<file path="src/rtl/core/fwwu_fill.sv">
// Post-reset sweep that builds the Pascal triangle in the coefficient RAM,
// row by row: C(i,j) = C(i-1,j) + C(i-1,j-1). Uses one RAM read port.
module fwwu_fill #(
  parameter int MAX_BITS = 60,
  localparam int DEPTH  = MAX_BITS * MAX_BITS,
  localparam int AW     = $clog2(DEPTH),
  localparam int COEF_W = MAX_BITS - 1
) (
  input  logic              clk,
  input  logic              rst,
  output logic              we,
  output logic [AW-1:0]     waddr,
  output logic [COEF_W-1:0] wdata,
  output logic [AW-1:0]     raddr,
  input  logic [COEF_W-1:0] rdata,
  output logic              done
);

  localparam int JW = $clog2(MAX_BITS);
  localparam logic [AW-1:0] LAST    = AW'(DEPTH - 1);
  localparam logic [AW-1:0] ROW_LEN = AW'(MAX_BITS);
  localparam logic [JW-1:0] COL_MAX = JW'(MAX_BITS - 1);

  // issue stage
  logic [AW-1:0] fa;
  logic [JW-1:0] fj;
  logic          frow0;
  logic          busy;
  // write stage
  logic              wv;
  logic [AW-1:0]     wa;
  logic              wj0;
  logic              wrow0;
  logic [COEF_W-1:0] prev;

  assign raddr = fa - ROW_LEN;

  always_ff @(posedge clk) begin
    if (rst) begin
      fa    <= '0;
      fj    <= '0;
      frow0 <= 1'b1;
      busy  <= 1'b1;
      wv    <= 1'b0;
      done  <= 1'b0;
    end else begin
      wv <= busy;
      if (busy) begin
        if (fa == LAST) begin
          busy <= 1'b0;
        end else begin
          fa <= fa + AW'(1);
          if (fj == COL_MAX) begin
            fj    <= '0;
            frow0 <= 1'b0;
          end else begin
            fj <= fj + JW'(1);
          end
        end
      end
      if (wv && (wa == LAST)) begin
        done <= 1'b1;
      end
    end
  end

  always_ff @(posedge clk) begin
    wa    <= fa;
    wj0   <= (fj == '0);
    wrow0 <= frow0;
    if (wv) begin
      prev <= rdata;
    end
  end

  always_comb begin
    we    = wv;
    waddr = wa;
    if (wrow0) begin
      wdata = wj0 ? COEF_W'(1) : '0;
    end else if (wj0) begin
      wdata = rdata;
    end else begin
      wdata = rdata + prev;
    end
  end

endmodule

</file>
<file path="config.mk">
export PLATFORM = sky130hd
export DESIGN_NAME = fwwu_fill
export DESIGN_NICKNAME = d
export VERILOG_FILES = /design/src/rtl/core/fwwu_fill.sv
export SDC_FILE = /design/constraint.sdc
export NUM_CORES = 1
export LEC_CHECK = 0
export ABC_AREA = 1
export BUFFER_PORTS_ARGS = -buffer_cell sky130_fd_sc_hd__buf_2
export CAP_MARGIN = 5
export CORE_AREA = 2 2 131 133
export CTS_CLUSTER_DIAMETER = 150
export DETAILED_ROUTE_END_ITERATION = 6
export DIE_AREA = 0 0 133 135
export PLACE_DENSITY = 0.81
export SLEW_MARGIN = 10
export SYNTH_ARGS = -nofsm -noshare
export SYNTH_HDL_FRONTEND = slang
export SYNTH_SLANG_ARGS = --single-unit
export TNS_END_PERCENT = 5
</file>
<file path="constraint.sdc">
create_clock -name clk -period 2.7 [get_ports clk]
set_clock_uncertainty 0.1 [all_clocks]
set_input_delay 0.27 -clock clk [delete_from_list [all_inputs] [get_ports clk]]
set_output_delay 0.27 -clock clk [all_outputs]
set_load 0.02 [all_outputs]
</file>
==> results.py <==
metrics = {
    "run_status": {
        "status": "finished, violations left",
        "violations": "negative setup slack",
    },
    "timing": {
        "setup_viol": 42,
        "fmax_ghz": 0.345,
        "rsz0062_at_grt": "true",
        "tns_ns": -4.65,
        "fin_crit_ns": 2.90,
        "slew_violations": 0,
        "fin_crit_sh_pct": 108,
        "finalHoldViolCount": 0,
        "maxSlewHeadroom_pct": 59.1,
        "setup_ws_ns": -0.203,
        "tightest_slew_ns": 0.613,
    },
    "clock_network": {
        "htreeDepth": 3,
        "clock_latency_ns": 0.36,
        "cts_tree": "yes",
        "cts_made_buffers": 9,
        "clk_pin_slew_ns": 0.08,
        "cts.sinks": 95,
        "cts-root-buf": "clkbuf_16",
        "ctsLongestPathBuffers": 2,
    },
    "detailed_routing": {
        "via_per_inst": 5.28,
        "drt_wl_total_microns": 33000,
        "drtIter0Drc": 932,
        "wl_per_cell_microns": 16.2,
        "drtAntennaViolNets": 0,
        "drcViolationCount": 0,
        "drt-pass1-iter-count": 5,
        "detailroute.via_count": 10800,
    },
    "worst_setup_path": {
        "end_kind": "primary output",
        "required_ns": 2.33,
        "crit_path_max_fanout": 4,
        "slowest_stage": "edfxtp_1",
        "crit_path_start_kind": "flip-flop",
        "arrival_ns": 2.53,
        "cpPeakStageDelay_ns": 0.49,
        "cp.depth": 13,
        "crit_family": "simple AND/OR/NAND/NOR gates",
        "r2r_cells": 8,
        "crit_buf_inv": 3,
        "path_class": "reg2out",
        "r2r_slack_ns": 0.67,
        "timing.critical_path.cells": "ha_4 > nand2_4 > nor2_2 > nand2_1 > inv_1 > nand3_1 > nand3_4 > nand2_1 > nand2_2 > nor2_1 > o21ai_1 > inv_1 > buf_2",
    },
    "die": {
        "die-area_sq_mm": 0.0180,
        "initial_core_util_pct": 58.5,
        "die-height_microns": 135,
        "row_count": 47,
        "fp.coreArea_sq_mm": 0.0164,
        "ios": 146,
        "die_x_microns": 133,
    },
    "synth": {
        "synth-seq-cells": 95,
        "ys_top_cells_by_area": "nand2_1 (26%), edfxtp_1 (18%), inv_1 (14%)",
        "synth-seq-area-share_pct": 26.0,
        "syn_area_sq_mm": 0.00959,
        "avgSynthCellArea_sq_um": 5.85,
        "synth_flop_cell": "edfxtp_1",
        "synth_edf_count": 59,
        "yosys.area.top_type_share_pct": 25.9,
        "yosysWarningCount": 0,
        "synthArstFlopShare_pct": 0,
        "syn_nets": 1765,
        "syn_inst": 1641,
        "synth_cell_types": 38,
        "synth_top_cell_by_area": "nand2_1",
    },
    "placed_design": {
        "portBuffers": 145,
        "place_ws_ns": 0.0157,
        "routabilityCongestion": 1.00,
        "hpwl_microns": 24600,
    },
    "final_layout": {
        "area_growth_pct": 31.7,
        "drive_gt1_share_pct": 28.1,
        "layout_common_cells": "nand2_1 (557), inv_1 (339), buf_2 (128)",
        "mostFrequentLayoutCell": "nand2_1",
        "n_antenna_cell": 0,
        "final_nets": 1939,
    },
    "min_path": {
        "holdPathStages": 1,
        "hp-class": "in2reg",
    },
    "power_and_ir_drop": {
        "pwr-share-seq_pct": 33.7,
        "combPwrFrac_pct": 38.3,
        "p_leak_uw": 0.00705,
        "power_density_mw_per_mm2": 388,
        "p_int_uw": 2960,
        "switching_share_pct": 39.7,
        "power_frac_clock_pct": 27.9,
        "p_switching_uw": 1950,
        "vdd_drop_max_uv": 323,
    },
    "job": {
        "maxCapViolCount": 0,
    },
    "global_route": {
        "antenna_found_initial": 0,
        "track_usage_pct": 35.6,
        "grt_pass1_vias": 9964,
        "grt.overflow.total": 0,
        "grt_start_max_net_pins": 33,
        "grt_pass1_wl_microns": 50500,
    },
}
cells by family (layout without fill, tap and decap cells):
kind of cell	after synthesis	count (layout)	share of synthesized area, %
adder cells (fa/ha/maj)	63	63	8.29
flip-flops	95	95	26.0
AO/OA/AOI/OAI	115	115	6.22
XOR/XNOR	37	37	3.38
buffers and inverters	389	568	15.3
AND/OR/NAND/NOR	942	942	40.8
power groups by stage:
stage          clock network [uW]  registers (uW)  logic [uW]
2_1_floorplan                   0            1680         946
3_3_place_gp                    0            1670        1400
3_5_place_dp                    0            1670        1420
4_1_cts                      1380            1650        1610
5_1_grt                      1430            1660        2030
6_report                     1370            1660        1880
flip-flops by register name (all words and copies together), names as in the netlist, 6 cells and up:
register and count:
fj 6, prev 59, fa 12, waddr 12
timing repair:
action	4_1_cts	5_1_grt
gates cloned	0	0
hold endpoints to repair	1	0
pin swaps	29	47
setup endpoints to repair	45	48
hold buffers	1	0
resized for setup	152	191
buffers inserted	4	9
synth_stat cells, types with 3 or more instances:
master and count:
nand2_1 663, inv_1 347, nor2_1 117, nand3_1 73, ha_1 62, edfxtp_1 59, a21oi_1 53, o21ai_0 43
dfxtp_1 36, xor2_1 27, clkbuf_1 18, inv_2 18, nor2_2 16, nand2_2 13, nand4_1 13, o21ai_1 13
nor3_1 12, xnor2_1 10, nand3_2 9, and2_1 6, and3_1 4, nor4_1 4, buf_4 3
per-layer routing:
metal | wire, microns | share of wire [%] | vias up | GRT usage, %
met3 | 2670 | 8.1 | 69 | 5.67
met4 | 893 | 2.7 | 0 | 10.3
met2 | 15300 | 46 | 464 | 58.6
li1 | - | - | 5323 | -
met1 | 14200 | 43 | 4911 | 48.6
met5 | 0 | 0 | - | 0
metrics by stage:
step	utilization (%)	hold slack, ns	power (uW)	instance area (sq um)	std cells
finish	77.0	0.0156	4910	12600	2040
global route	77.0	0.0133	5130	12600	2040
CTS	72.1	0.00122	4630	11800	2031
detailed placement	65.3	0.238	3090	10700	2010
global placement	65.3	0.234	3070	10700	2010
floorplan	-	0.225	2630	9590	1641
area by class of cell:
type	instances	area (sq um)
Clock inverter	7	88.8
Multi-Input combinational cell	1157	7050
Tap cell	220	275
Timing Repair Buffer	185	1120
Sequential cell	95	2490
Clock buffer	9	225
Fill cell	1251	3770
Inverter	367	1380
final timing paths:
kind / start / endpoint
hold / removal: rdata[43] / prev[43]
setup / recovery: prev[14] / wdata[37]
setup reg to reg: fa[1] / fj[5]
hold reg to reg: frow0 / wrow0
Power figures use the tool's default switching activity.
