**config.mk**
```make
export PLATFORM = sky130hd
export DESIGN_NAME = fwwu_ram
export DESIGN_NICKNAME = d
export VERILOG_FILES = /design/src/rtl/core/fwwu_ram.sv
export SDC_FILE = /design/constraint.sdc
export NUM_CORES = 1
export LEC_CHECK = 0
export ABC_AREA = 1
export ABC_CLOCK_PERIOD_IN_PS = 1200
export BUFFER_PORTS_ARGS = -buffer_cell sky130_fd_sc_hd__buf_2
export CAP_MARGIN = 10
export CORE_MARGIN = 2
export CORE_UTILIZATION = 43
export DETAILED_ROUTE_END_ITERATION = 12
export PLACE_DENSITY_LB_ADDON = 0.15
export SYNTH_ARGS = -nofsm -noshare
export SYNTH_HDL_FRONTEND = slang
export SYNTH_SLANG_ARGS = --single-unit
```
**constraint.sdc**
```tcl
create_clock -name clk -period 1.2 [get_ports clk]
set_input_delay 0.06 -clock clk [delete_from_list [all_inputs] [get_ports clk]]
set_output_delay 0.06 -clock clk [all_outputs]
set_load 0.05 [all_outputs]
```
**src/rtl/core/fwwu_ram.sv**
```systemverilog
// Generic simple RAM: one write port, two read ports, registered read data.
// No dependencies.
module fwwu_ram #(
  parameter int WIDTH = 8,
  parameter int DEPTH = 16,
  localparam int AW = $clog2(DEPTH)
) (
  input  logic             clk,
  input  logic             we,
  input  logic [AW-1:0]    waddr,
  input  logic [WIDTH-1:0] wdata,
  input  logic [AW-1:0]    raddr_a,
  output logic [WIDTH-1:0] rdata_a,
  input  logic [AW-1:0]    raddr_b,
  output logic [WIDTH-1:0] rdata_b
);

  logic [WIDTH-1:0] mem [DEPTH];

  always_ff @(posedge clk) begin
    if (we) begin
      mem[waddr] <= wdata;
    end
    rdata_a <= mem[raddr_a];
    rdata_b <= mem[raddr_b];
  end

endmodule

```
==> tab_implementation.tex <==
\begin{tabular}{lr}
\hline
Metric & Value \\
\hline
\multicolumn{2}{l}{\textbf{Timing}} \\
\quad Setup-violating endpoint count in the final report & 0 \\
\quad Max transition margin & 0.705 \\
\quad Final period util & 0.946 \\
\quad RSZ-0062 raised after global routing & no \\
\quad Setup slack after layout & 64.9 ps \\
\quad Sum Neg Setup Slack & 0 ps \\
\quad Crit path time final & 1140 ps \\
\quad Highest clock frequency the design can meet & 881 MHz \\
\quad Clock Skew & $\sim$6.7 ps \\
\quad Count of final hold-check violations & 0 \\
\quad Actual transition at the worst max-transition pin & 442 ps \\
\quad Total count of max-transition violations in the final report & 0 \\
\quad Hold slack final & $\sim$35 ps \\
\multicolumn{2}{l}{\textbf{Detailed routing}} \\
\quad Number of vias in the routed layout & 6002 \\
\quad Detailed-router iteration count before antenna repair & 6 \\
\quad Post-DR wirelength/cell & 18.5 um \\
\quad Sum of routed wire length over all layers & 21100 um \\
\quad Via/cell ratio & 5.25 \\
\quad Residual DRC count & 0 \\
\quad Detailed Route Iter0 Violations & 660 \\
\quad Detail Route Antenna Nets & 0 \\
\multicolumn{2}{l}{\textbf{Finish}} \\
\quad Proportion of layout cells with a drive suffix above 1 & 0.133 \\
\quad Final Util & 0.520 \\
\quad Filler instances & roughly 1500 \\
\quad Area growth from synthesis to layout & 18.5\% \\
\quad Number of diodes & 0 \\
\quad \# nets final & between 900 and 1000 \\
\multicolumn{2}{l}{\textbf{Logic synthesis}} \\
\quad Synth Cell Area & 7260 sq um \\
\quad Post-synthesis xor/xnor area fraction & 0 \\
\quad Cell type contributing the most total cell area after synthesis & sky130\_fd\_sc\_hd\_\_edfxtp\_1 \\
\quad Ranking of synthesized cells by instance count & sky130\_fd\_sc\_hd\_\_nand2\_1, sky130\_fd\_sc\_hd\_\_nand3\_1, sky130\_fd\_sc\_hd\_\_inv\_1 \\
\quad Share of the synthesized area in the top cell type & 0.529 \\
\quad Area contributors post-synth & sky130\_fd\_sc\_hd\_\_edfxtp\_1, sky130\_fd\_sc\_hd\_\_nand3\_1, sky130\_fd\_sc\_hd\_\_nand2\_1 \\
\quad Number of distinct standard cells referenced by the synthesized netlist & 13 \\
\quad Number of synthesized flops with an enable pin & 128 \\
\quad Most common cell in the synthesized netlist & sky130\_fd\_sc\_hd\_\_nand2\_1 \\
\quad Dominant combinational cell family by area after synthesis & simple AND/OR/NAND/NOR gates \\
\quad Async S/R FF share, synth & 0 \\
\quad Area fraction in compound gates after synthesis & 0 \\
\quad Post-synthesis sequential element count & 144 \\
\quad Synthesized instance count & 851 \\
\quad Mux cell area share after synthesis & 0 \\
\quad Most used flip-flop cell after synthesis & sky130\_fd\_sc\_hd\_\_edfxtp\_1 \\
\quad Syn nets & 873 \\
\quad Total of warnings raised by yosys & 0 \\
\quad Fraction of the mapped netlist area in simple logic gates & 0.309 \\
\quad Mean instance size in the synthesized netlist & 8.53 sq um \\
\quad Portion of the post-synthesis area used by sequential elements & 0.574 \\
\quad Adder and majority gate portion of the synthesized area & 0 \\
\multicolumn{2}{l}{\textbf{Pwr}} \\
\quad Power Density & 1470 nW/um\^{}2 \\
\quad Sequential Power Share & 0.447 \\
\quad LEAKAGE & 3.92 nW \\
\quad Switching component of the power & 3.12 mW \\
\quad Combinational cell fraction of total power & 0.117 \\
\quad Switching portion of total power & 0.247 \\
\quad Max IR drop VDD & between 0.001 and 0.0015 V \\
\quad Internal power summed over all cells & 9.54 mW \\
\quad Relative contribution of the clock network to total power & 0.436 \\
\multicolumn{2}{l}{\textbf{Critical path}} \\
\quad Termination of the worst setup path & rdata\_b[6] \\
\quad Critical path buffer and inverter count & 1 \\
\quad Crit path max-delay family & flip-flops \\
\quad Number of stages on the worst setup path & 1 \\
\quad Data arrival at the endpoint of the critical path & 1080 ps \\
\quad Critical path cell sequence & buf\_2 \\
\quad Source of the critical timing path & rdata\_b[6] \\
\quad Startpoint class of the critical path & register \\
\quad Worst r2r src & mem[2][3] \\
\quad Req. time, crit path & between 1000 and 1500 ps \\
\quad RR Endpoint & rdata\_b[3] \\
\quad Category of the worst setup path capture point & output port \\
\quad Crit-path max cell delay & 370 ps \\
\quad FF-to-FF path depth & 6 \\
\quad Register-to-register setup slack & 170 ps \\
\quad Top fanout value on the critical path & 1 \\
\quad Slowest library cell on the worst path & sky130\_fd\_sc\_hd\_\_dfxtp\_1 \\
\quad Type of the worst setup path & reg2out \\
\multicolumn{2}{l}{\textbf{Global routing}} \\
\quad Antenna violations before repair & 0 \\
\quad Remaining Overflow, GRT & 0 \\
\quad Total global routing track utilization & 0.248 \\
\quad Maximum number of pins on one net before global-route repair & 33 \\
\quad Global-route wire length before repair & roughly 33000 um \\
\quad Vias in the first global route & slightly below 6000 \\
\multicolumn{2}{l}{\textbf{Floorplan}} \\
\quad Core box area & between 15000 and 20000 sq um \\
\quad Die outline height & 134 um \\
\quad Number of rows in the core area & 47 \\
\quad Total die area & roughly 18000 sq um \\
\quad Initial Utilization & 0.439 \\
\quad Floorplan die width & 134 um \\
\quad Ports placed on the boundary & 38 \\
\multicolumn{2}{l}{\textbf{Clock network}} \\
\quad Root Buffer & sky130\_fd\_sc\_hd\_\_clkbuf\_16 \\
\quad Number of gates given a new drive strength after cts & 0 \\
\quad Setup repair bufs after CTS & 0 \\
\quad CTS max path bufs & 2 \\
\quad Clock tree sinks & roughly 140 \\
\quad Post-CTS clock slew at the launch and capture registers of the worst setup and hold paths & about 60 ps \\
\quad Clock buffers created by TritonCTS & 17 \\
\quad Clock tree from TritonCTS & done \\
\quad Number of buffers inserted for hold repair after clock tree synthesis & 0 \\
\quad Max H-tree Level & 4 \\
\quad Skew-Pair Late Insertion Delay & between 400 and 500 ps \\
\multicolumn{2}{l}{\textbf{Min path}} \\
\quad Path type of the worst min-delay path & in2reg \\
\multicolumn{2}{l}{\textbf{Run status}} \\
\quad Status & complete, no violations \\
\multicolumn{2}{l}{\textbf{Placed design}} \\
\quad Global placement routability congestion & around 0.85 \\
\quad Pre-CTS setup slack & 80.2 ps \\
\quad Number of buffer cells added on primary ports & 37 \\
\quad Post-DP HPWL & 14100 um \\
\multicolumn{2}{l}{\textbf{Run}} \\
\quad MaxCap Viol Count & 0 \\
\hline
\end{tabular}
## registers in the layout, indices dropped and copies added (netlist names)
register and count:
mem 128, rdata_a 8, rdata_b 8
## power by group through the flow
| stage | logic (mW) | registers (mW) | clock network, mW |
|---|---|---|---|
| 6_report | 1.48 | 5.66 | 5.52 |
| 5_1_grt | 1.61 | 5.67 | 5.81 |
| 4_1_cts | 1.48 | 5.66 | 5.60 |
| 2_1_floorplan | 0.706 | 5.97 | 0 |
| 3_5_place_dp | 1.47 | 5.76 | 0 |
| 3_3_place_gp | 1.47 | 5.76 | 0 |
## through the flow
| stage | instances | power [mW] | area (sq um) |
|---|---|---|---|
| after global routing | 1143 | 13.1 | 8600 |
| after CTS | 1143 | 12.7 | 8600 |
| after global placement | 1111 | 7.23 | 7980 |
| after floorplan | 851 | 6.67 | 7260 |
| final | 1143 | 12.7 | 8600 |
| after detailed placement | 1111 | 7.23 | 7980 |
## metal layers
metal  track usage  vias up  routed length (um)  part of all wire
met4        0.0957        0                 495             0.023
met1         0.338     2796                8790              0.42
li1              -     2864                   -                 -
met2         0.399      300                9800              0.46
met3        0.0416       42                2030             0.096
met5             0        -                   0                 0
## final cells by class
cell class	count	area [sq um]	area share
clock buffers	18	429	0.0499
flip-flops and latches	144	4160	0.484
multi-input cells	521	2240	0.261
clock inverters	14	189	0.0220
well taps	220	275	0.0320
repair buffers	88	781	0.0908
inverters	138	518	0.0602
## cell families after synthesis
family,after synthesis
buffers and inverters,186
DFF,144
and+or+nand+nor,521
## how the worst min path moves through the flow
stage | startpoint | end | slack [ps] | cells past startpoint
after floorplan | wdata[0] | mem[0][0] | 160 | 0
after global routing | wdata[1] | mem[10][1] | 30 | 1
final | wdata[1] | mem[0][1] | 30 | 1
after detailed placement | wdata[1] | mem[0][1] | 470 | 1
after global placement | wdata[1] | mem[3][1] | 470 | 1
after CTS | wdata[1] | mem[0][1] | 20 | 1
## worst register-to-register path, cell delays in order (launching register included)
cell	delay, ps
sky130_fd_sc_hd__edfxtp_1	350
sky130_fd_sc_hd__inv_1	100
sky130_fd_sc_hd__nand2_1	60
sky130_fd_sc_hd__nand3_1	70
sky130_fd_sc_hd__nand3_1	100
sky130_fd_sc_hd__nand3_1	130
sky130_fd_sc_hd__nand2_1	100
## cell usage in the layout (no fill, tap or decap)
cell / count
sky130_fd_sc_hd__buf_2: 37
sky130_fd_sc_hd__nor2_1: 17
sky130_fd_sc_hd__clkbuf_16: 17
sky130_fd_sc_hd__clkinv_4: 2
sky130_fd_sc_hd__inv_2: 4
sky130_fd_sc_hd__nand2_1: 277
sky130_fd_sc_hd__edfxtp_1: 128
sky130_fd_sc_hd__buf_4: 34
sky130_fd_sc_hd__nand3b_1: 2
sky130_fd_sc_hd__inv_1: 134
sky130_fd_sc_hd__clkinv_2: 4
sky130_fd_sc_hd__nand3_1: 225
sky130_fd_sc_hd__dfxtp_1: 16
sky130_fd_sc_hd__inv_6: 1
sky130_fd_sc_hd__bufinv_16: 4
sky130_fd_sc_hd__buf_12: 17
sky130_fd_sc_hd__clkinvlp_4: 3
sky130_fd_sc_hd__clkbuf_1: 1
Power figures use the tool's default switching activity.
